==> config.mk <==
export PLATFORM = sky130hd
export DESIGN_NAME = morse_timing_encoder_top_flat
export DESIGN_NICKNAME = d
export VERILOG_FILES = /design/src/rtl/core/mte_pkg.sv /design/src/rtl/core/mte_stream_if.sv /design/src/rtl/core/mte_seq.sv /design/src/rtl/core/mte_dpath.sv /design/src/rtl/core/morse_timing_encoder_top.sv /design/src/flat_wrapper.sv
export VERILOG_INCLUDE_DIRS = /design/src /design/src/rtl/core
export SDC_FILE = /design/constraint.sdc
export NUM_CORES = 1
export LEC_CHECK = 0
export BUFFER_PORTS_ARGS = -buffer_cell sky130_fd_sc_hd__buf_2
export CORE_MARGIN = 8
export CORE_UTILIZATION = 50
export DETAILED_ROUTE_END_ITERATION = 16
export PLACE_DENSITY = 0.69
export SLEW_MARGIN = 5
export SYNTH_ARGS = -nofsm -noshare
export SYNTH_HDL_FRONTEND = slang
export SYNTH_SLANG_ARGS = --single-unit
==> constraint.sdc <==
create_clock -name clk_i -period 13.7 [get_ports clk_i]
set_clock_uncertainty 0.1 [all_clocks]
set_input_delay 0.685 -clock clk_i [delete_from_list [all_inputs] [get_ports clk_i]]
set_output_delay 0.685 -clock clk_i [all_outputs]
set_load 0.02 [all_outputs]
==> src/rtl/core/morse_timing_encoder_top_assert.svh <==
// Assertion macros for the Morse timing encoder.
`ifndef MORSE_TIMING_ENCODER_TOP_ASSERT_SVH
`define MORSE_TIMING_ENCODER_TOP_ASSERT_SVH

// Same-cycle implication, clocked on clk_i, off during reset.
`define MTE_ASSERT_IMP(label, ante, cons, msg) \
  label: assert property (@(posedge clk_i) disable iff (!rst_ni) (ante) |-> (cons)) \
    else $error(msg);

// Next-cycle implication, clocked on clk_i, off during reset.
`define MTE_ASSERT_NXT(label, ante, cons, msg) \
  label: assert property (@(posedge clk_i) disable iff (!rst_ni) (ante) |=> (cons)) \
    else $error(msg);

`endif

==> src/rtl/core/mte_pkg.sv <==
package mte_pkg;

  localparam int unsigned CharW  = 8;
  localparam int unsigned DitW   = 10;
  localparam int unsigned CapW   = 11;
  localparam int unsigned DurW   = 13;
  localparam int unsigned UnitW  = 3;
  localparam int unsigned CntW   = 3;
  localparam int unsigned ElemW  = 2;
  localparam int unsigned StepW  = 3;
  localparam int unsigned CfgIdxW = 1;

  localparam logic [DitW-1:0] DitReset = DitW'(128);
  localparam logic [CapW-1:0] CapReset = CapW'(64);

  localparam logic [CharW-1:0] CharSpace   = CharW'(32);
  localparam logic [CharW-1:0] CharUpperA  = CharW'(65);
  localparam logic [CharW-1:0] CharUpperZ  = CharW'(90);
  localparam logic [CharW-1:0] CharLowerA  = CharW'(97);
  localparam logic [CharW-1:0] CharLowerZ  = CharW'(122);

  localparam logic [UnitW-1:0] UnitDot       = UnitW'(1);
  localparam logic [UnitW-1:0] UnitDah       = UnitW'(3);
  localparam logic [UnitW-1:0] UnitLetterGap = UnitW'(3);
  localparam logic [UnitW-1:0] UnitWordGap   = UnitW'(7);

  localparam logic [CfgIdxW-1:0] RegDitLength = CfgIdxW'(0);
  localparam logic [CfgIdxW-1:0] RegCapacity  = CfgIdxW'(1);

  typedef logic [StepW-1:0] step_t;

  localparam step_t StepWait  = StepW'(0);
  localparam step_t StepPgap  = StepW'(1);
  localparam step_t StepMark  = StepW'(2);
  localparam step_t StepEgap  = StepW'(3);
  localparam step_t StepClose = StepW'(4);

  typedef enum logic [2:0] {
    C_ACCEPT = 3'd0,
    C_GAP    = 3'd1,
    C_LETTER = 3'd2,
    C_MORE   = 3'd3,
    C_CLOSE  = 3'd4
  } cond_e;

  typedef enum logic [2:0] {
    E_NONE  = 3'd0,
    E_PGAP  = 3'd1,
    E_MARK  = 3'd2,
    E_EGAP  = 3'd3,
    E_CLOSE = 3'd4
  } emit_e;

  typedef struct packed {
    cond_e cond;
    emit_e emit;
    step_t nxt_t;
    step_t nxt_f;
  } ucode_t;

  typedef struct packed {
    logic in_valid;
    logic out_full;
    logic has_gap;
    logic has_letter;
    logic more;
    logic close;
  } seq_stat_t;

  typedef struct packed {
    logic  ready;
    emit_e emit;
  } seq_ctrl_t;

  typedef struct packed {
    logic [CntW-1:0] cnt;
    logic [3:0]      dah;
  } morse_t;

  function automatic ucode_t ucode_rom(step_t step);
    ucode_t w;
    unique case (step)
      StepWait:  w = '{C_ACCEPT, E_NONE,  StepPgap, StepWait};
      StepPgap:  w = '{C_GAP,    E_PGAP,  StepMark, StepMark};
      StepMark:  w = '{C_LETTER, E_MARK,  StepEgap, StepClose};
      StepEgap:  w = '{C_MORE,   E_EGAP,  StepMark, StepClose};
      StepClose: w = '{C_CLOSE,  E_CLOSE, StepWait, StepWait};
      default:   w = '{C_ACCEPT, E_NONE,  StepWait, StepWait};
    endcase
    return w;
  endfunction

  // dah bit i marks element i as a dah
  function automatic morse_t morse_lookup(logic [4:0] idx);
    morse_t m;
    unique case (idx)
      5'd0:    m = '{3'd2, 4'b0010};
      5'd1:    m = '{3'd4, 4'b0001};
      5'd2:    m = '{3'd4, 4'b0101};
      5'd3:    m = '{3'd3, 4'b0001};
      5'd4:    m = '{3'd1, 4'b0000};
      5'd5:    m = '{3'd4, 4'b0100};
      5'd6:    m = '{3'd3, 4'b0011};
      5'd7:    m = '{3'd4, 4'b0000};
      5'd8:    m = '{3'd2, 4'b0000};
      5'd9:    m = '{3'd4, 4'b1110};
      5'd10:   m = '{3'd3, 4'b0101};
      5'd11:   m = '{3'd4, 4'b0010};
      5'd12:   m = '{3'd2, 4'b0011};
      5'd13:   m = '{3'd2, 4'b0001};
      5'd14:   m = '{3'd3, 4'b0111};
      5'd15:   m = '{3'd4, 4'b0110};
      5'd16:   m = '{3'd4, 4'b1011};
      5'd17:   m = '{3'd3, 4'b0010};
      5'd18:   m = '{3'd3, 4'b0000};
      5'd19:   m = '{3'd1, 4'b0001};
      5'd20:   m = '{3'd3, 4'b0100};
      5'd21:   m = '{3'd4, 4'b1000};
      5'd22:   m = '{3'd3, 4'b0110};
      5'd23:   m = '{3'd4, 4'b1001};
      5'd24:   m = '{3'd4, 4'b1101};
      5'd25:   m = '{3'd4, 4'b0011};
      default: m = '{3'd0, 4'b0000};
    endcase
    return m;
  endfunction

endpackage

==> src/rtl/core/mte_stream_if.sv <==
interface mte_in_if;
  import mte_pkg::*;
  logic             valid;
  logic             ready;
  logic [CharW-1:0] char_code;
  logic             end_of_message;

  modport source (output valid, char_code, end_of_message, input ready);
  modport sink (input valid, char_code, end_of_message, output ready);
endinterface

interface mte_out_if;
  import mte_pkg::*;
  logic            valid;
  logic            ready;
  logic            signal_on;
  logic [DurW-1:0] duration;
  logic            last_of_run;
  logic            message_done;

  modport source (output valid, signal_on, duration, last_of_run, message_done, input ready);
  modport sink (input valid, signal_on, duration, last_of_run, message_done, output ready);
endinterface

==> src/rtl/core/mte_seq.sv <==
module mte_seq
  import mte_pkg::*;
(
  input  logic      clk_i,
  input  logic      rst_ni,
  input  seq_stat_t stat_i,
  output seq_ctrl_t ctrl_o
);

  step_t  step_q, step_d;
  ucode_t word;
  logic   cond_ok;
  logic   fire;
  logic   stall;

  assign word = ucode_rom(step_q);

  always_comb begin
    unique case (word.cond)
      C_ACCEPT: cond_ok = stat_i.in_valid;
      C_GAP:    cond_ok = stat_i.has_gap;
      C_LETTER: cond_ok = stat_i.has_letter;
      C_MORE:   cond_ok = stat_i.more;
      C_CLOSE:  cond_ok = stat_i.close;
      default:  cond_ok = 1'b0;
    endcase
  end

  assign fire  = cond_ok && (word.emit != E_NONE);
  assign stall = fire && stat_i.out_full;

  always_comb begin
    if (stall) begin
      step_d = step_q;
    end else if (cond_ok) begin
      step_d = word.nxt_t;
    end else begin
      step_d = word.nxt_f;
    end
  end

  assign ctrl_o.ready = (step_q == StepWait);
  assign ctrl_o.emit  = (fire && !stall) ? word.emit : E_NONE;

  always_ff @(posedge clk_i or negedge rst_ni) begin
    if (!rst_ni) begin
      step_q <= StepWait;
    end else begin
      step_q <= step_d;
    end
  end

endmodule

==> src/rtl/core/mte_dpath.sv <==
module mte_dpath
  import mte_pkg::*;
(
  input  logic               clk_i,
  input  logic               rst_ni,
  input  logic               cfg_we_i,
  input  logic [CfgIdxW-1:0] cfg_idx_i,
  input  logic [CapW-1:0]    cfg_data_i,
  input  seq_ctrl_t          ctrl_i,
  output seq_stat_t          stat_o,
  mte_in_if.sink             in_i,
  mte_out_if.source          out_o
);

  `include "morse_timing_encoder_top_assert.svh"

  logic [DitW-1:0] dit_q;
  logic [CapW-1:0] cap_q;

  logic            gap_pending_q, gap_pending_d;
  logic            pend_word_q, pend_word_d;
  logic [CapW-1:0] count_q, count_d;
  logic            hit_q, hit_d;

  logic             has_gap_q, has_letter_q, close_q, gap_word_q;
  logic [CntW-1:0]  cnt_q;
  logic [3:0]       dah_q;
  logic [ElemW-1:0] idx_q;

  logic             out_valid_q;
  logic             out_on_q, out_last_q, out_done_q;
  logic [DurW-1:0]  out_dur_q;

  logic             accept;
  logic             is_upper, is_lower, is_letter, is_space;
  logic [CharW-1:0] off;
  morse_t           info;
  logic [CapW:0]    sum;
  logic             fits, letter_go, gp_after;
  logic             more;
  logic [UnitW-1:0] units;
  logic             on_n, last_n, done_n;

  assign accept = in_i.valid && ctrl_i.ready;
  assign in_i.ready = ctrl_i.ready;

  assign is_upper  = (in_i.char_code >= CharUpperA) && (in_i.char_code <= CharUpperZ);
  assign is_lower  = (in_i.char_code >= CharLowerA) && (in_i.char_code <= CharLowerZ);
  assign is_letter = is_upper || is_lower;
  assign is_space  = (in_i.char_code == CharSpace);
  assign off       = in_i.char_code - (is_upper ? CharUpperA : CharLowerA);
  assign info      = morse_lookup(off[4:0]);

  assign sum       = {1'b0, count_q} + (CapW+1)'({info.cnt, 1'b0});
  assign fits      = sum <= {1'b0, cap_q};
  assign letter_go = !hit_q && is_letter && fits;
  assign gp_after  = gap_pending_q || letter_go;

  always_comb begin
    gap_pending_d = gap_pending_q;
    pend_word_d   = pend_word_q;
    count_d       = count_q;
    hit_d         = hit_q;
    if (in_i.end_of_message) begin
      gap_pending_d = 1'b0;
      pend_word_d   = 1'b0;
      count_d       = '0;
      hit_d         = 1'b0;
    end else if (!hit_q) begin
      if (is_space) begin
        pend_word_d = pend_word_q || gap_pending_q;
      end else if (letter_go) begin
        gap_pending_d = 1'b1;
        pend_word_d   = 1'b0;
        count_d       = sum[CapW-1:0];
      end else if (is_letter) begin
        hit_d = 1'b1;
      end
    end
  end

  assign more = ({1'b0, idx_q} + CntW'(1)) < cnt_q;

  assign stat_o.in_valid   = in_i.valid;
  assign stat_o.out_full   = out_valid_q && !out_o.ready;
  assign stat_o.has_gap    = has_gap_q;
  assign stat_o.has_letter = has_letter_q;
  assign stat_o.more       = more;
  assign stat_o.close      = close_q;

  always_comb begin
    units  = UnitDot;
    on_n   = 1'b0;
    last_n = 1'b0;
    done_n = 1'b0;
    unique case (ctrl_i.emit)
      E_PGAP: begin
        units  = gap_word_q ? UnitWordGap : UnitLetterGap;
        last_n = !has_letter_q && !close_q;
      end
      E_MARK: begin
        units  = dah_q[idx_q] ? UnitDah : UnitDot;
        on_n   = 1'b1;
        last_n = !more && !close_q;
      end
      E_EGAP: begin
        units = UnitDot;
      end
      E_CLOSE: begin
        units  = UnitWordGap;
        last_n = 1'b1;
        done_n = 1'b1;
      end
      default: begin
        units = UnitDot;
      end
    endcase
  end

  always_ff @(posedge clk_i or negedge rst_ni) begin
    if (!rst_ni) begin
      dit_q         <= DitReset;
      cap_q         <= CapReset;
      gap_pending_q <= 1'b0;
      pend_word_q   <= 1'b0;
      count_q       <= '0;
      hit_q         <= 1'b0;
      has_gap_q     <= 1'b0;
      has_letter_q  <= 1'b0;
      close_q       <= 1'b0;
      cnt_q         <= '0;
      idx_q         <= '0;
      out_valid_q   <= 1'b0;
    end else begin
      if (cfg_we_i) begin
        unique case (cfg_idx_i)
          RegDitLength: dit_q <= cfg_data_i[DitW-1:0];
          RegCapacity:  cap_q <= cfg_data_i;
          default:      cap_q <= cap_q;
        endcase
      end
      if (accept) begin
        gap_pending_q <= gap_pending_d;
        pend_word_q   <= pend_word_d;
        count_q       <= count_d;
        hit_q         <= hit_d;
        has_gap_q     <= letter_go && gap_pending_q;
        has_letter_q  <= letter_go;
        close_q       <= in_i.end_of_message && gp_after;
        cnt_q         <= info.cnt;
        idx_q         <= '0;
      end else if (ctrl_i.emit == E_EGAP) begin
        idx_q <= idx_q + ElemW'(1);
      end
      if (ctrl_i.emit != E_NONE) begin
        out_valid_q <= 1'b1;
      end else if (out_o.ready) begin
        out_valid_q <= 1'b0;
      end
    end
  end

  always_ff @(posedge clk_i) begin
    if (accept) begin
      gap_word_q <= pend_word_q;
      dah_q      <= info.dah;
    end
    if (ctrl_i.emit != E_NONE) begin
      out_on_q   <= on_n;
      out_last_q <= last_n;
      out_done_q <= done_n;
      out_dur_q  <= DurW'({{(DurW-DitW){1'b0}}, dit_q} * {{(DurW-UnitW){1'b0}}, units});
    end
  end

  assign out_o.valid        = out_valid_q;
  assign out_o.signal_on    = out_on_q;
  assign out_o.duration     = out_dur_q;
  assign out_o.last_of_run  = out_last_q;
  assign out_o.message_done = out_done_q;

  `MTE_ASSERT_IMP(a_no_overwrite, ctrl_i.emit != E_NONE, !(out_valid_q && !out_o.ready),
                  "result register overwritten while a beat waits")
  `MTE_ASSERT_NXT(a_close_flags, ctrl_i.emit == E_CLOSE,
                  out_valid_q && out_done_q && out_last_q,
                  "closing gap lacks done or last flag")
  `MTE_ASSERT_IMP(a_elem_range, has_letter_q && (cnt_q != '0), {1'b0, idx_q} < cnt_q,
                  "element index beyond letter length")

endmodule

==> src/rtl/core/morse_timing_encoder_top.sv <==
// Channel | Dir | Beat payload
// --------+-----+----------------------------------------------------
// in_i    | in  | char_code[7:0], end_of_message
// out_o   | out | signal_on, duration[12:0], last_of_run, message_done
// cfg     | in  | cfg_we_i, cfg_idx_i (0 dit_length, 1 capacity), cfg_data_i[10:0]
//
// An item is taken only in the wait step of the control program; the program then steps
// through pending gap, then mark and inner gap per element, then close.
// A full result register holds the program on its current step until the beat leaves.
// Reset restores dit_length 128, capacity 64 and clears all message state.
module morse_timing_encoder_top
  import mte_pkg::*;
(
  input  logic               clk_i,
  input  logic               rst_ni,
  input  logic               cfg_we_i,
  input  logic [CfgIdxW-1:0] cfg_idx_i,
  input  logic [CapW-1:0]    cfg_data_i,
  mte_in_if.sink             in_i,
  mte_out_if.source          out_o
);

  seq_stat_t stat;
  seq_ctrl_t ctrl;

  mte_seq u_seq (
    .clk_i  (clk_i),
    .rst_ni (rst_ni),
    .stat_i (stat),
    .ctrl_o (ctrl)
  );

  mte_dpath u_dpath (
    .clk_i      (clk_i),
    .rst_ni     (rst_ni),
    .cfg_we_i   (cfg_we_i),
    .cfg_idx_i  (cfg_idx_i),
    .cfg_data_i (cfg_data_i),
    .ctrl_i     (ctrl),
    .stat_o     (stat),
    .in_i       (in_i),
    .out_o      (out_o)
  );

endmodule

==> src/flat_wrapper.sv <==
// flat-port wrapper written by rule: the top's interface ports become plain ports
module morse_timing_encoder_top_flat import mte_pkg::*;
  (clk_i, rst_ni, cfg_we_i, cfg_idx_i, cfg_data_i, in_i_valid, in_i_char_code, in_i_end_of_message, in_i_ready, out_o_valid, out_o_signal_on, out_o_duration, out_o_last_of_run, out_o_message_done, out_o_ready);
  mte_in_if in_i_i ();
  mte_out_if out_o_i ();
  input  logic clk_i;
  input  logic rst_ni;
  input  logic cfg_we_i;
  input  logic [CfgIdxW-1:0] cfg_idx_i;
  input  logic [CapW-1:0] cfg_data_i;
  input wire logic [$bits(in_i_i.valid)-1:0] in_i_valid;
  input wire logic [$bits(in_i_i.char_code)-1:0] in_i_char_code;
  input wire logic [$bits(in_i_i.end_of_message)-1:0] in_i_end_of_message;
  output wire logic [$bits(in_i_i.ready)-1:0] in_i_ready;
  output wire logic [$bits(out_o_i.valid)-1:0] out_o_valid;
  output wire logic [$bits(out_o_i.signal_on)-1:0] out_o_signal_on;
  output wire logic [$bits(out_o_i.duration)-1:0] out_o_duration;
  output wire logic [$bits(out_o_i.last_of_run)-1:0] out_o_last_of_run;
  output wire logic [$bits(out_o_i.message_done)-1:0] out_o_message_done;
  input wire logic [$bits(out_o_i.ready)-1:0] out_o_ready;
  assign in_i_i.valid = in_i_valid;
  assign in_i_i.char_code = in_i_char_code;
  assign in_i_i.end_of_message = in_i_end_of_message;
  assign in_i_ready = in_i_i.ready;
  assign out_o_valid = out_o_i.valid;
  assign out_o_signal_on = out_o_i.signal_on;
  assign out_o_duration = out_o_i.duration;
  assign out_o_last_of_run = out_o_i.last_of_run;
  assign out_o_message_done = out_o_i.message_done;
  assign out_o_i.ready = out_o_ready;
  morse_timing_encoder_top u_core (.clk_i(clk_i), .rst_ni(rst_ni), .cfg_we_i(cfg_we_i), .cfg_idx_i(cfg_idx_i), .cfg_data_i(cfg_data_i), .in_i(in_i_i), .out_o(out_o_i));
endmodule
# Word-level counts from Yosys, hierarchy flattened

Memories as Yosys holds them, arrays and structs flattened.
Index checks and enable logic that the tools add are counted.

$add $sub $neg: 4
Bitwise logic cells: 1
Reduce and logical (&&, ||, !) cells: 34
Order comparisons: 7
Muxes and demuxes: 33
$mul: 1
Equal/unequal tests: 15

Operator list:

| kind                | number |
|---|---|
| $pmux 12 s5         | 1 |
| $mux 11             | 4 |
| $eq 3x2->1 const B  | 6 |
| $mux 1              | 18 |
| $ge 8x7->1 const B  | 2 |
| $le 8x7->1 const B  | 2 |
| $logic_and 1x1->1   | 13 |
| $mul 10x3->13       | 1 |
| $add 11x4->12       | 1 |
| $le 12x11->1        | 1 |
| $eq 3x1->1 const B  | 3 |
| $eq 3x3->1 const B  | 3 |
| $mux 3              | 3 |
| $pmux 3 s3          | 1 |
| $reduce_bool 3->1   | 3 |
| $eq 8x6->1 const B  | 1 |
| $logic_not 1->1     | 6 |
| $logic_not 3->1     | 2 |
| $mux 2              | 3 |
| $reduce_bool 2->1   | 3 |
| $pmux 1 s5          | 1 |
| $sub 5x5->5 const B | 1 |
| $ne 2x2->1 const B  | 2 |
| $reduce_and 2->1    | 2 |
| other kinds (10)    | 12 |

Bits in read-only memories: 224
Memories kept: 1
Output and inout bits: 18
Input bits: 26
Logic and storage cells: 115
Flip-flop bits (word level): 68

Memory list:

| name             | words | bits a word | read ports | clocked after memory_dff | write ports | RTL line      | RTL |
|---|---|---|---|---|---|---|---|
| (name not given) | 32    | 7           | 1          | 0                        | 0           | mte_pkg.sv:96 | `unique case (idx)` |

# Depth between registers and ports, before layout

Gate-level depths: netlist (run 1).

Depth after elaboration: 12
Mapped depth: 22
Gate-level depth less buffers: 21

# Modules after synthesis

A second synthesis (run 1) with hierarchy kept.

Cell total of the unflattened synthesis: 556
Area, all modules: 5082.4 µm²

By module, submodules not included:

| module    | area each (µm²) | instances | seq. area each (µm²) | cells each |
|---|---|---|---|---|
| mte_dpath | 4845.9          | 1         | 1709.1               | 529 |
| mte_seq   | 236.5           | 1         | 75.1                 | 27 |

# Worst setup path after synthesis (run 1)

Ideal clock, no wire load.

Path kind: input port to flip-flop
Start: in in_i_char_code[0]
End: reg u_core.u_dpath.count_q[1]
Data required time: 13468 ps
Path slack: 8881 ps
Arrival: 4587 ps
Buffers on the path: 1
Cell stages on the path: 21
Library setup time: 132 ps
Cells stage by stage: inv_1 -> ha_1 -> buf_6 -> nand2_2 -> nor2_4 -> xnor2_1 -> a31o_2 -> ha_1 -> inv_1 -> fa_1 -> nand2b_1 -> a21oi_1 -> nand3_1 -> xnor2_1 -> ha_1 -> a21o_1 -> a21o_1 -> o311ai_4 -> nand3_2 -> mux2i_1 -> o21ai_1

RTL lines:

| item                 | RTL line           | RTL |
|---|---|---|
| from (decl)          | flat_wrapper.sv:12 | `input wire logic [$bits(in_i_i.char_code)-1:0] in_i_char_code;` |
| to (signal assigned) | mte_dpath.sv:145   | `count_q <= count_d;` |
| to (decl)            | mte_dpath.sv:22    | `logic [CapW-1:0] count_q, count_d;` |

==> metrics.txt, run 1 <==
WL met3 481 um; Cell variety after synth 72; cts bufs inserted 9; Mean Syn Cell Area 9.898 um^2; critical path data required time 13820 ps; row count 35; NumNets Final 589; final wirelength 9.705 mm; Mapped Cells 484; Core Area 0.009284 mm^2; LEAKAGE 2.380 nW; Die Y 113.9 um; setup slack, reg-to-reg 8590 ps; Post-synth EDFFs 21; Setup CP Type in -> reg; worst-margin pin slew 1046 ps; initial antenna violation count 0; worst hold margin 374.3 ps; Max VDD drop 0.07384 mV; flops & latches, synth 67; Post-DRT Antenna Nets 0; max-slew violations 0; CTS tree yes; FF-to-FF End u_core.u_dpath.out_o.duration[12]$_DFFE_PP_; Max Used Layer met4; GP Congestion 0.9653; Multi-input gate area 0.002726 mm^2; launching point of the worst reg2reg path u_core.u_dpath.idx_q[0]$_DFFE_PN0P_; first-pass GRT wire length 16.87 mm; # DRC 0; Worst Hold Path EP u_core.u_dpath.gap_word_q$_DFFE_PP_; antenna cells 0; setup violators final 0; status completed; PD cells 150.3 mW/mm^2; fillers 838; type of destination of the critical path flop; largest net degree at the start of global routing 47; Gates resized, CTS repair 0; area grow syn2layout 10.11%; die width 113.9 um; vias per cell 5.471; syn nets 555; Mapped Area 0.004791 mm^2; max-capacitance violation count 0; Final Hold Vio Count 0; Hold Startpoint u_core.u_dpath.pend_word_q$_DFFE_PN0P_; Hold WC Path Type reg -> reg; die area 0.01297 mm^2; Post-DP HPWL 7.239 mm; post-synthesis sequential area ratio 0.3724; hold depth 0; final setup TNS 0 ps; Met1 Wirelength 4.553 mm; async set or reset register ratio after synthesis 0.6866; critical path fanouts, max 15; number of setup buffers added after CTS 0; gr usage total 0.1588; highest-delay cell along the critical path ha_1; Synth Warn # 0; Initial Util 0.5160; CTS Buffer Depth 2; Wirelength per Cell 14.88 um; Skew-Pair Late Insertion Delay 340 ps; period utilisation layout 0.4024; share of layout cells above drive strength 1 0.1931; Vias 3567; Max Freq 181.4 MHz; commonest register cell after synthesis dfrtp_1; 1st-pass router iterations 5; register area 0.001784 mm^2; CTS Hold Bufs 0; Worst path max stage delay 550 ps; met2 WL 4.565 mm; IO Pins 44; vias in the first global route 3621; relative max-transition margin 0.3024; Clock Tree Root clkbuf_8; Final min period 5513 ps; Arrival @ worst endpoint 5640 ps; DR iter-0 viols 249; RSZ-0062 raised after global routing no; FF-to-FF path depth 17; critical-path cell list buf_2, inv_1, ha_1, inv_1, a311o_1, a21oi_1, a31o_2, ha_1, inv_1, fa_1, nand2b_1, a21oi_1, nand3_1, xnor2_1, ha_1, a21o_1, a21o_1, o311ai_4, nand3_2, mux2i_1, o21ai_1; CTS Sinks 67; Reg clk slew, reported paths 80 ps; IO Port Bufs 43; startpoint type of the worst setup path input pin; remaining global-route overflow 0; CTS H-Tree Depth 3
layout make-up:
class	count	share of cell area
Clock inverter	7	0.01731
Tap cell	129	0.03060
Clock buffer	9	0.02348
Timing Repair Buffer	44	0.04222
Sequential cell	67	0.3382
Inverter	44	0.03131
Multi-Input combinational cell	352	0.5168
kinds of logic (layout without fill, tap and decap cells):
kind of cell               after synthesis  after routing  synth area share
DFF                                     67             67            0.3724
AOI/OAI and AO/OA                       99             99            0.1442
and+or+nand+nor                        154            154            0.1705
buffers and inverters                   65            104           0.05850
xor gates and xnor gates                29             29           0.06085
muxes                                   24             24           0.05824
adders and majority gates               46             46            0.1353
metrics by stage:
step                power (W)  cells  setup WS (ps)  utilization  cell area [um^2]
floorplan           0.0005370    484           8881            -              4791
global placement    0.0006030    636           8102       0.5450              5060
detailed placement  0.0006126    636           7951       0.5450              5060
CTS                 0.0007971    652           8253       0.5682              5275
global route        0.0008521    652           7831       0.5682              5275
finish              0.0007931    652           8187       0.5682              5275
metal layers:
layer,GRT usage,up-vias
met5,0,-
met4,0.06655,0
met3,0.03117,8
met2,0.2529,91
met1,0.2061,1696
li1,-,1772
cell usage after synthesis (4+ instances only):
library cell | number | share of area
and2_1 | 7 | 0.0091
xor2_1 | 14 | 0.026
inv_1 | 43 | 0.034
clkbuf_1 | 11 | 0.0086
buf_2 | 6 | 0.0063
mux2i_1 | 5 | 0.010
dfrtp_1 | 44 | 0.23
o21ai_0 | 13 | 0.014
nand4_1 | 8 | 0.010
a31o_2 | 4 | 0.0073
o31ai_1 | 4 | 0.0063
a21oi_1 | 27 | 0.028
o21ai_1 | 10 | 0.010
ha_1 | 35 | 0.091
nand4b_1 | 4 | 0.0073
nand2b_1 | 6 | 0.0078
mux2_2 | 17 | 0.040
nor2b_1 | 7 | 0.0091
nor2_1 | 25 | 0.020
edfxtp_1 | 21 | 0.13
nand2_1 | 57 | 0.045
nor3_1 | 6 | 0.0063
xnor2_1 | 13 | 0.024
fa_1 | 10 | 0.042
a211oi_1 | 6 | 0.0094
a21o_1 | 6 | 0.0094
nand3_1 | 12 | 0.013
where the power goes:
part | total, W | switching [W] | internal [W] | leakage, nW
combinational | 0.000307 | 0.000187 | 0.000120 | 1.51
sequential | 0.000303 | 0.0000406 | 0.000263 | 0.766
clock | 0.000183 | 0.0000813 | 0.000102 | 0.101
cell usage in the layout, fill, tap and decap left out, types with 3 or more instances in the layout:
| cell type | count |
|---|---|
| a31oi_1 | 3 |
| nor2_1 | 25 |
| a211oi_1 | 6 |
| dfrtp_1 | 44 |
| mux2_2 | 17 |
| and2_1 | 7 |
| buf_2 | 43 |
| inv_1 | 43 |
| mux2i_1 | 5 |
| nand2b_1 | 6 |
| edfxtp_1 | 21 |
| xor2_1 | 14 |
| clkbuf_8 | 9 |
| nand3_1 | 12 |
| a31o_2 | 4 |
| a21oi_1 | 27 |
| nand4b_1 | 4 |
| nor3_1 | 6 |
| o31ai_1 | 4 |
| o22ai_1 | 3 |
| nand2_1 | 57 |
| o21ai_1 | 10 |
| xnor2_1 | 13 |
| a21o_1 | 6 |
| o21ai_0 | 13 |
| nand4_1 | 8 |
| clkinv_1 | 3 |
| nor4_1 | 3 |
| a21boi_0 | 3 |
| ha_1 | 35 |
| fa_1 | 10 |
| nor2b_1 | 7 |
worst max-delay path by stage:
stage | startpoint | endpoint | slack (ps)
CTS | in_i_char_code[0] | u_core.u_dpath.count_q[3]$_DFFE_PN0P_ | 8250
finish | in_i_char_code[0] | u_core.u_dpath.count_q[3]$_DFFE_PN0P_ | 8190
global placement | in_i_char_code[0] | u_core.u_dpath.hit_q$_DFFE_PN0P_ | 8100
global route | in_i_char_code[0] | u_core.u_dpath.count_q[3]$_DFFE_PN0P_ | 7830
detailed placement | in_i_char_code[0] | u_core.u_dpath.count_q[1]$_DFFE_PN0P_ | 7950
floorplan | in_i_char_code[0] | u_core.u_dpath.count_q[1]$_DFFE_PN0P_ | 8880
flip-flops by register name (all words and copies together) (netlist names), 2 cells and up:
signal / count
u_core.u_dpath.dah_q: 4
u_core.u_seq.step_q: 3
u_core.u_dpath.out_o.duration: 13
u_core.u_dpath.dit_q: 10
u_core.u_dpath.count_q: 10
u_core.u_dpath.idx_q: 2
u_core.u_dpath.cnt_q: 3
u_core.u_dpath.cap_q: 11
critical path: cells and delay by family:
family	cells	cell delay [ps]
buf+inv	4	710
mux	1	230
xor+xnor	1	150
simple gates	3	570
fa+ha+maj	4	1400
compound gates	8	1890
(Power assumes the default switching activity.)
==> inputs of run 2 (changes only) <==
--- a/config.mk
+++ b/config.mk
@@ -10,7 +10,7 @@
 export CORE_MARGIN = 8
 export CORE_UTILIZATION = 50
 export DETAILED_ROUTE_END_ITERATION = 16
-export PLACE_DENSITY = 0.69
+export PLACE_DENSITY = 0.72
 export SLEW_MARGIN = 5
 export SYNTH_ARGS = -nofsm -noshare
 export SYNTH_HDL_FRONTEND = slang
==> constraint.sdc (replaced) <==
create_clock -name clk_i -period 4.5 [get_ports clk_i]
set_clock_uncertainty 0.1 [all_clocks]
set_input_delay 0.225 -clock clk_i [delete_from_list [all_inputs] [get_ports clk_i]]
set_output_delay 0.225 -clock clk_i [all_outputs]
set_load 0.02 [all_outputs]
==> run 2 against run 1 <==
Compared with the run above:
- the run now ends with setup timing left
- via count grew 3.2%
- critical endpoint is now u_core.u_dpath.out_o.duration[10]$_DFFE_PP_
- hold slack worse by 360 ps
- setup slack worse by 8200 ps
- sequential power increased to 3.0 times the previous value
- core utilization up 4.0 points
- largest power group unchanged
==> metrics.txt, run 2 (same netlist as run 1, synthesis figures left out) <==
hold depth 3 (was 0); vias per cell 5.327 (was 5.471); die width 113.9 um (unchanged); Arrival @ worst endpoint 4490 ps (was 5640 ps); # DRC 0 (unchanged); Worst path max stage delay 420 ps (was 550 ps); commonest non-fill, non-tap cell in the layout nand2_1 (unchanged); Initial Util 0.5160 (unchanged); Reg clk slew, reported paths 80 ps (about the same); Final min period 4506 ps; 1st-pass router iterations 4 (was 5); CTS Buffer Depth 2 (unchanged); FF-to-FF path depth 17 (unchanged); DR iter-0 viols 133 (was 249); Comb pwr share 0.417 (was 0.387); period utilisation layout 1.001; critical-path cell list ha_1, ha_1, a21boi_2, o21ai_2, nand4b_1, and3_4, nor3_4, and2_4, fa_1, ha_2, fa_2, a21o_1, a21oi_2, nor2b_1, o21a_1, o41ai_4, xnor2_1 (was buf_2, inv_1, ha_1, inv_1, a311o_1, a21oi_1, a31o_2, ha_1, inv_1, fa_1, nand2b_1, a21oi_1, nand3_1, xnor2_1, ha_1, a21o_1, a21o_1, o311ai_4, nand3_2, mux2i_1, o21ai_1); max-slew violations 0 (unchanged); Die Y 113.9 um (unchanged); initial antenna violation count 0 (unchanged); critical path data required time 4490 ps (was 13820 ps); worst-margin pin slew 1032 ps (was 1046 ps); cts bufs inserted 9 (unchanged); CTS H-Tree Depth 3 (unchanged); die area 0.01297 mm^2 (unchanged); Final Hold Vio Count 0 (unchanged); first-pass GRT wire length 17.40 mm (was 16.87 mm); CTS Sinks 67 (unchanged); share of layout cells above drive strength 1 0.2669 (was 0.1931); PD cells 447.4 mW/mm^2 (was 150.3 mW/mm^2); max-capacitance violation count 0 (unchanged); vias in the first global route 3785 (was 3621); Max Freq 221.9 MHz; clock network power share 0.221 (was 0.231); Clock Tree Root clkbuf_8 (unchanged); Skew-Pair Late Insertion Delay 340 ps (about the same); antenna cells 0 (unchanged); violated checks setup timing; Core Area 0.009284 mm^2 (unchanged); Most common cell on crit path ha_1; Max VDD drop 0.2550 mV (was 0.07384 mV); Post-DRT Antenna Nets 0 (unchanged); final wirelength 10.22 mm (was 9.705 mm); LEAKAGE 2.602 nW (was 2.380 nW); most frequent cells in the layout nand2_1 (57), dfrtp_1 (44), buf_2 (43) (was nand2_1 (57), dfrtp_1 (44), inv_1 (43), buf_2 (43), ha_1 (35)); GP Congestion 0.8834 (was 0.9653); relative max-transition margin 0.3117 (was 0.3024); IO Port Bufs 43 (unchanged); Wirelength per Cell 14.80 um (was 14.88 um); NumNets Final 628 (was 589); Pint 0.001567 W (was 0.0004840 W); Post-DP HPWL 7.725 mm (was 7.239 mm); CTS tree yes (unchanged); startpoint type of the worst setup path flop (was input pin); type of destination of the critical path flop (unchanged); highest-delay cell along the critical path fa_1 (was ha_1); status complete, but fails checks (was completed); Final Power 0.002528 W (was 0.0007931 W); sw frac 0.3803 (was 0.3897); critical path fanouts, max 5 (was 15); Hold WC Path Type in -> reg (was reg -> reg); remaining global-route overflow 0 (unchanged); final design utilization 0.6086 (was 0.5682); Vias 3681 (was 3567); setup violators final 1 (was 0); Seq pwr share 0.362 (was 0.382); IO Pins 44 (unchanged); Final WS setup -5.732 ps (was 8187 ps); largest net degree at the start of global routing 47 (unchanged); Setup CP Type reg -> reg (was in -> reg); RSZ-0062 raised after global routing yes (was no); area grow syn2layout 17.94% (was 10.11%); Sw Pwr 0.0009615 W (was 0.0003091 W); Placement Setup Slack -91.01 ps (was 7951 ps); row count 35 (unchanged); fillers 785 (was 838); gr usage total 0.1645 (was 0.1588); max reg flops 13 (unchanged)
run 2: stage by stage:
step	hold WS, ps	setup TNS [ps]	area [um^2]	std cells
finish	18.30	-5.732	5650	691
detailed placement	339.4	-600.8	5320	668
CTS	4.588	0	5584	688
floorplan	-170.6	0	4798	484
global placement	335.6	-1.829	5320	668
global route	8.401	-282.3	5650	691
run 2: routing by layer:
layer,GRT usage,share of wire,vias up
met5,0,0,-
met1,0.2018,0.45,1765
met4,0.05679,0.014,0
met2,0.2769,0.50,66
met3,0.03856,0.035,13
li1,-,-,1837
run 2: power by group through the flow:
stage	Sequential (W)	Clock, W	Combinational [W]
finish	0.000915	0.000559	0.00105
global route	0.000934	0.000602	0.00118
CTS	0.000911	0.000574	0.00103
detailed placement	0.000921	0	0.00102
global placement	0.000917	0	0.000978
floorplan	0.000925	0	0.000711
run 2: area by class of cell:
cell class / count / area (um^2) / share of cell area
multi-input cells: 352 / 2775 / 0.4911
repair buffers: 83 / 535.5 / 0.09477
clock inverters: 4 / 52.55 / 0.009300
well taps: 129 / 161.4 / 0.02857
clock buffers: 12 / 176.4 / 0.03122
flip-flops and latches: 67 / 1784 / 0.3158
inverters: 44 / 165.2 / 0.02923
run 2: what timing repair did:
item | CTS | global route
resized for setup | 1 | 13
endpoints found under the hold margin | 4 | 1
setup buffers | 2 | 2
endpoints found under the setup margin | 2 | 9
hold buffers | 2 | 1
pin swaps | 1 | 7
run 2: critical path, delay by kind of cell (launching register included):
| family | cells | cell delay, ps |
|---|---|---|
| fa+ha+maj | 5 | 1580 |
| compound gates | 6 | 1240 |
| simple gates | 5 | 800 |
| flops | 1 | 400 |
| xor+xnor | 1 | 120 |
run 2: worst paths after layout:
check	from	slack [ps]	end
worst min-delay path	cfg_data_i[8]	20	u_core.u_dpath.dit_q[8]$_DFFE_PN0P_
worst max-delay path	u_core.u_dpath.idx_q[1]$_DFFE_PN0P_	-6	u_core.u_dpath.out_o.duration[10]$_DFFE_PP_
worst max register to register	u_core.u_dpath.idx_q[1]$_DFFE_PN0P_	-6	u_core.u_dpath.out_o.duration[10]$_DFFE_PP_
max in group asynchronous	rst_ni	3160	u_core.u_dpath.close_q$_DFFE_PN0P_
min in group asynchronous	rst_ni	500	u_core.u_dpath.cap_q[10]$_DFFE_PN0P_
worst min register to register	u_core.u_dpath.pend_word_q$_DFFE_PN0P_	360	u_core.u_dpath.gap_word_q$_DFFE_PP_
==> inputs of run 3 (changes only) <==
--- a/config.mk
+++ b/config.mk
@@ -10,8 +10,10 @@
 export CORE_MARGIN = 8
 export CORE_UTILIZATION = 50
 export DETAILED_ROUTE_END_ITERATION = 16
-export PLACE_DENSITY = 0.72
+export PLACE_DENSITY = 0.71
+export REMOVE_ABC_BUFFERS = 1
 export SLEW_MARGIN = 5
 export SYNTH_ARGS = -nofsm -noshare
 export SYNTH_HDL_FRONTEND = slang
+export SYNTH_HIERARCHICAL = 1
 export SYNTH_SLANG_ARGS = --single-unit
==> run 3 against run 2 <==
Compared with the run above:
- the flow still finishes with violations (setup timing)
- combinational power up 80%
- critical path depth rose by 7
- flip-flop and latch count unchanged
- sequential power up 13%
- wire length rose by 26%
- largest power group unchanged
- highest routed layer unchanged
==> metrics.txt, run 3 <==
worst-margin pin slew 1064 ps (was 1032 ps); Post-synth EDFFs 21 (unchanged); Arrival @ worst endpoint 4750 ps (was 4490 ps); Placement Setup Slack -554.6 ps (was -91.01 ps); row count 37 (was 35); vias per cell 5.662 (was 5.327); first-pass GRT wire length 20.29 mm (was 17.40 mm); 1st-pass router iterations 4 (unchanged); Initial Util 0.5036 (was 0.5160); Seq pwr share 0.290 (was 0.362); Post-DRT Antenna Nets 0 (unchanged); Post-DP HPWL 8.930 mm (was 7.725 mm); max-capacitance violation count 0 (unchanged); flops & latches, synth 67 (unchanged); antenna cells 0 (unchanged); fillers 834 (was 785); FF-to-FF End u_core/u_dpath/out_o.duration[10]$_DFFE_PP_ (was u_core.u_dpath.out_o.duration[10]$_DFFE_PP_); clock network power share 0.174 (was 0.221); async set or reset register ratio after synthesis 0.6866 (unchanged); Pint 0.002104 W (was 0.001567 W); Cell variety after synth 65 (was 72); Mapped Cells 556 (was 484); RSZ-0062 raised after global routing yes (unchanged); Comb pwr share 0.535 (was 0.417); most frequent cells in the layout buf_4 (74), nand2_1 (56), inv_1 (50) (was nand2_1 (57), dfrtp_1 (44), buf_2 (43)); post-synthesis sequential area ratio 0.3511 (was 0.3724); Final Hold Vio Count 0 (unchanged); Worst setup startpoint u_core/u_dpath/idx_q[0]$_DFFE_PN0P_ (was u_core.u_dpath.idx_q[1]$_DFFE_PN0P_); critical-path cell list ha_4, ha_4, a21boi_2, o21ai_1, nand2b_1, inv_1, mux2i_1, nor4_1, buf_4, nor2b_4, a21oi_2, o21ai_2, buf_6, nand2_4, fa_1, inv_1, ha_2, inv_2, fa_2, nor2b_2, o21ai_2, a21oi_2, o31ai_4, xnor2_1 (was ha_1, ha_1, a21boi_2, o21ai_2, nand4b_1, and3_4, nor3_4, and2_4, fa_1, ha_2, fa_2, a21o_1, a21oi_2, nor2b_1, o21a_1, o41ai_4, xnor2_1); remaining global-route overflow 0 (unchanged); critical path fanouts, max 5 (unchanged); Core Area 0.01009 mm^2 (was 0.009284 mm^2); cts bufs inserted 9 (unchanged); worst hold margin 14.70 ps (was 18.30 ps); Multi-input gate area 0.003114 mm^2 (was 0.002775 mm^2); Max Freq 210.4 MHz (was 221.9 MHz); Mapped Area 0.005082 mm^2 (was 0.004791 mm^2); max-slew violations 0 (unchanged); die area 0.01365 mm^2 (was 0.01297 mm^2); Final min period 4753 ps (was 4506 ps); period utilisation layout 1.056 (was 1.001); max reg flops 13 (unchanged); final design utilization 0.6299 (was 0.6086); die width 116.8 um (was 113.9 um); initial antenna violation count 0 (unchanged); Area contributors post-synth dfrtp_1 (22%), edfxtp_1 (12%), ha_1 (8.6%) (was dfrtp_1 (23%), edfxtp_1 (13%), ha_1 (9.1%)); commonest register cell after synthesis dfrtp_1 (unchanged); cell taking the most area after synthesis dfrtp_1 (unchanged); violated checks setup timing (unchanged); Sw Pwr 0.001430 W (was 0.0009615 W); sw frac 0.4046 (was 0.3803); Max VDD drop 0.2872 mV (was 0.2550 mV); FF-to-FF path depth 24 (was 17); NumNets Final 728 (was 628); Mean Syn Cell Area 9.141 um^2 (was 9.898 um^2); Finished Cell Area 0.006357 mm^2 (was 0.005650 mm^2); register area 0.001784 mm^2 (unchanged); Vias 4518 (was 3681); setup slack, reg-to-reg -250 ps (was -6 ps); Setup CP Type reg -> reg (unchanged); area grow syn2layout 25.09% (was 17.94%); CTS tree yes (unchanged); PD cells 555.9 mW/mm^2 (was 447.4 mW/mm^2); CTS Sinks 67 (unchanged); Reg clk slew, reported paths 80 ps (about the same); Wirelength per Cell 16.12 um (was 14.80 um); critical path data required time 4500 ps (was 4490 ps); Skew-Pair Late Insertion Delay 350 ps (was 340 ps); Synth Warn # 6 (was 0); type of destination of the critical path flop (unchanged); gr usage total 0.1843 (was 0.1645); Die Y 116.8 um (was 113.9 um); final wirelength 12.87 mm (was 10.22 mm); post-synth top area share 0.2166 (was 0.2298); vias in the first global route 4357 (was 3785); end of the critical path u_core/u_dpath/out_o.duration[10]$_DFFE_PP_ (was u_core.u_dpath.out_o.duration[10]$_DFFE_PP_); largest net degree at the start of global routing 47 (unchanged); share of layout cells above drive strength 1 0.3051 (was 0.2669); # DRC 0 (unchanged); launching point of the worst reg2reg path u_core/u_dpath/idx_q[0]$_DFFE_PN0P_ (was u_core.u_dpath.idx_q[1]$_DFFE_PN0P_); Clock Tree Root clkbuf_8 (unchanged); Hold WC Path Type in -> reg (unchanged); list of most frequent post-synthesis cells nand2_1 (60), inv_1 (53), dfrtp_1 (44), ha_1 (35), o21ai_0 (27) (was nand2_1 (57), dfrtp_1 (44), inv_1 (43), ha_1 (35), a21oi_1 (27)); IO Port Bufs 43 (unchanged); setup violators final 6 (was 1); Final WS setup -252.8 ps (was -5.732 ps); Worst path max stage delay 450 ps (was 420 ps); commonest non-fill, non-tap cell in the layout buf_4 (was nand2_1); CTS Buffer Depth 2 (unchanged); DR iter-0 viols 227 (was 133); LEAKAGE 2.907 nW (was 2.602 nW); status complete, but fails checks (unchanged); IO Pins 44 (unchanged); relative max-transition margin 0.2903 (was 0.3117); GP Congestion 0.9417 (was 0.8834); CTS H-Tree Depth 3 (unchanged); area post-placement 0.005757 mm^2 (was 0.005320 mm^2); startpoint type of the worst setup path flop (unchanged); highest-delay cell along the critical path fa_1 (unchanged); count leader, synth nand2_1 (unchanged)
-- run 3: cell types whose count changed after synthesis, moves of 6 or more --
cell and delta:
o211ai_1 +6, nor3_1 +11, buf_4 +7, o21ai_1 -9, nor2b_1 +16, o21ai_0 +14, inv_1 +10, nor4_1 +9
a221o_1 +6
-- run 3: cells by family (layout without fill, tap and decap cells) --
family                     count (synthesis)  in the layout  share of synthesized area
and+or+nand+nor                          192            192                     0.1913
AOI/OAI and AO/OA                        122            122                     0.1677
buffers and inverters                     87            193                    0.07632
DFF                                       67             67                     0.3511
adders and majority gates                 45             45                     0.1256
xor gates and xnor gates                  22             22                    0.03791
muxes                                     21             21                    0.05022
-- run 3: final cells by class --
cell class | count | share of cell area
clock buffer | 9 | 0.01948
clock inverter | 7 | 0.01830
inverter | 53 | 0.03129
multi-input combinational | 402 | 0.4899
sequential | 67 | 0.2807
tap | 136 | 0.02677
timing repair buffer | 124 | 0.1336
-- run 3: timing repair --
action                                 in CTS  in global routing
pin swaps                                   2                 22
cloned                                      1                  0
hold buffers                                2                  0
setup endpoints to repair                  20                 23
resized for setup                          21                 35
endpoints found under the hold margin      27                  0
buffers inserted                            3                 13
-- run 3: metal layers --
metal	wire length [um]	GRT usage	part of all wire
met5	0	0	0
met3	635	0.02925	0.049
met2	6464	0.3209	0.50
met4	163	0.04608	0.013
met1	5604	0.2336	0.44
-- run 3: power by group through the flow --
stage          Combinational, W  Sequential [W]  Clock (W)
3_3_place_gp            0.00161         0.00102          0
5_1_grt                 0.00208         0.00105   0.000650
6_report                0.00189         0.00103   0.000616
3_5_place_dp            0.00168         0.00103          0
4_1_cts                 0.00175         0.00102   0.000622
2_1_floorplan           0.00101         0.00106          0
-- run 3: critical path, delay by kind of cell (launching register included) --
| family | cells | cell delay, ps |
|---|---|---|
| and+or+nand+nor | 5 | 770 |
| buffers and inverters | 5 | 540 |
| AOI/OAI and AO/OA | 7 | 1010 |
| muxes | 1 | 70 |
| adders and majority gates | 5 | 1490 |
| xor gates and xnor gates | 1 | 130 |
| DFF | 1 | 410 |
-- run 3: how the worst min path moves through the flow --
stage / slack (ps) / end / startpoint / cells after the start
after detailed placement: 350 / u_core/u_dpath/dit_q[3]$_DFFE_PN0P_ / cfg_data_i[3] / 3
after floorplan: -170 / u_core/u_dpath/cap_q[0]$_DFFE_PN0P_ / rst_ni / 0
after CTS: 6 / u_core/u_dpath/dit_q[2]$_DFFE_PN0P_ / cfg_data_i[2] / 3
after global placement: 350 / u_core/u_dpath/count_q[7]$_DFFE_PN0P_ / rst_ni / 1
after global routing: 20 / u_core/u_dpath/cap_q[10]$_DFFE_PN0P_ / cfg_data_i[10] / 2
final: 10 / u_core/u_dpath/cap_q[10]$_DFFE_PN0P_ / cfg_data_i[10] / 2
-- run 3: metrics by stage --
stage / setup TNS [ps] / power [W] / std cells
floorplan: -7497 / 0.002069 / 522
global placement: -2251 / 0.002625 / 763
detailed placement: -7842 / 0.002703 / 763
CTS: 0 / 0.003385 / 785
global route: -2248 / 0.003776 / 798
finish: -909.5 / 0.003534 / 798
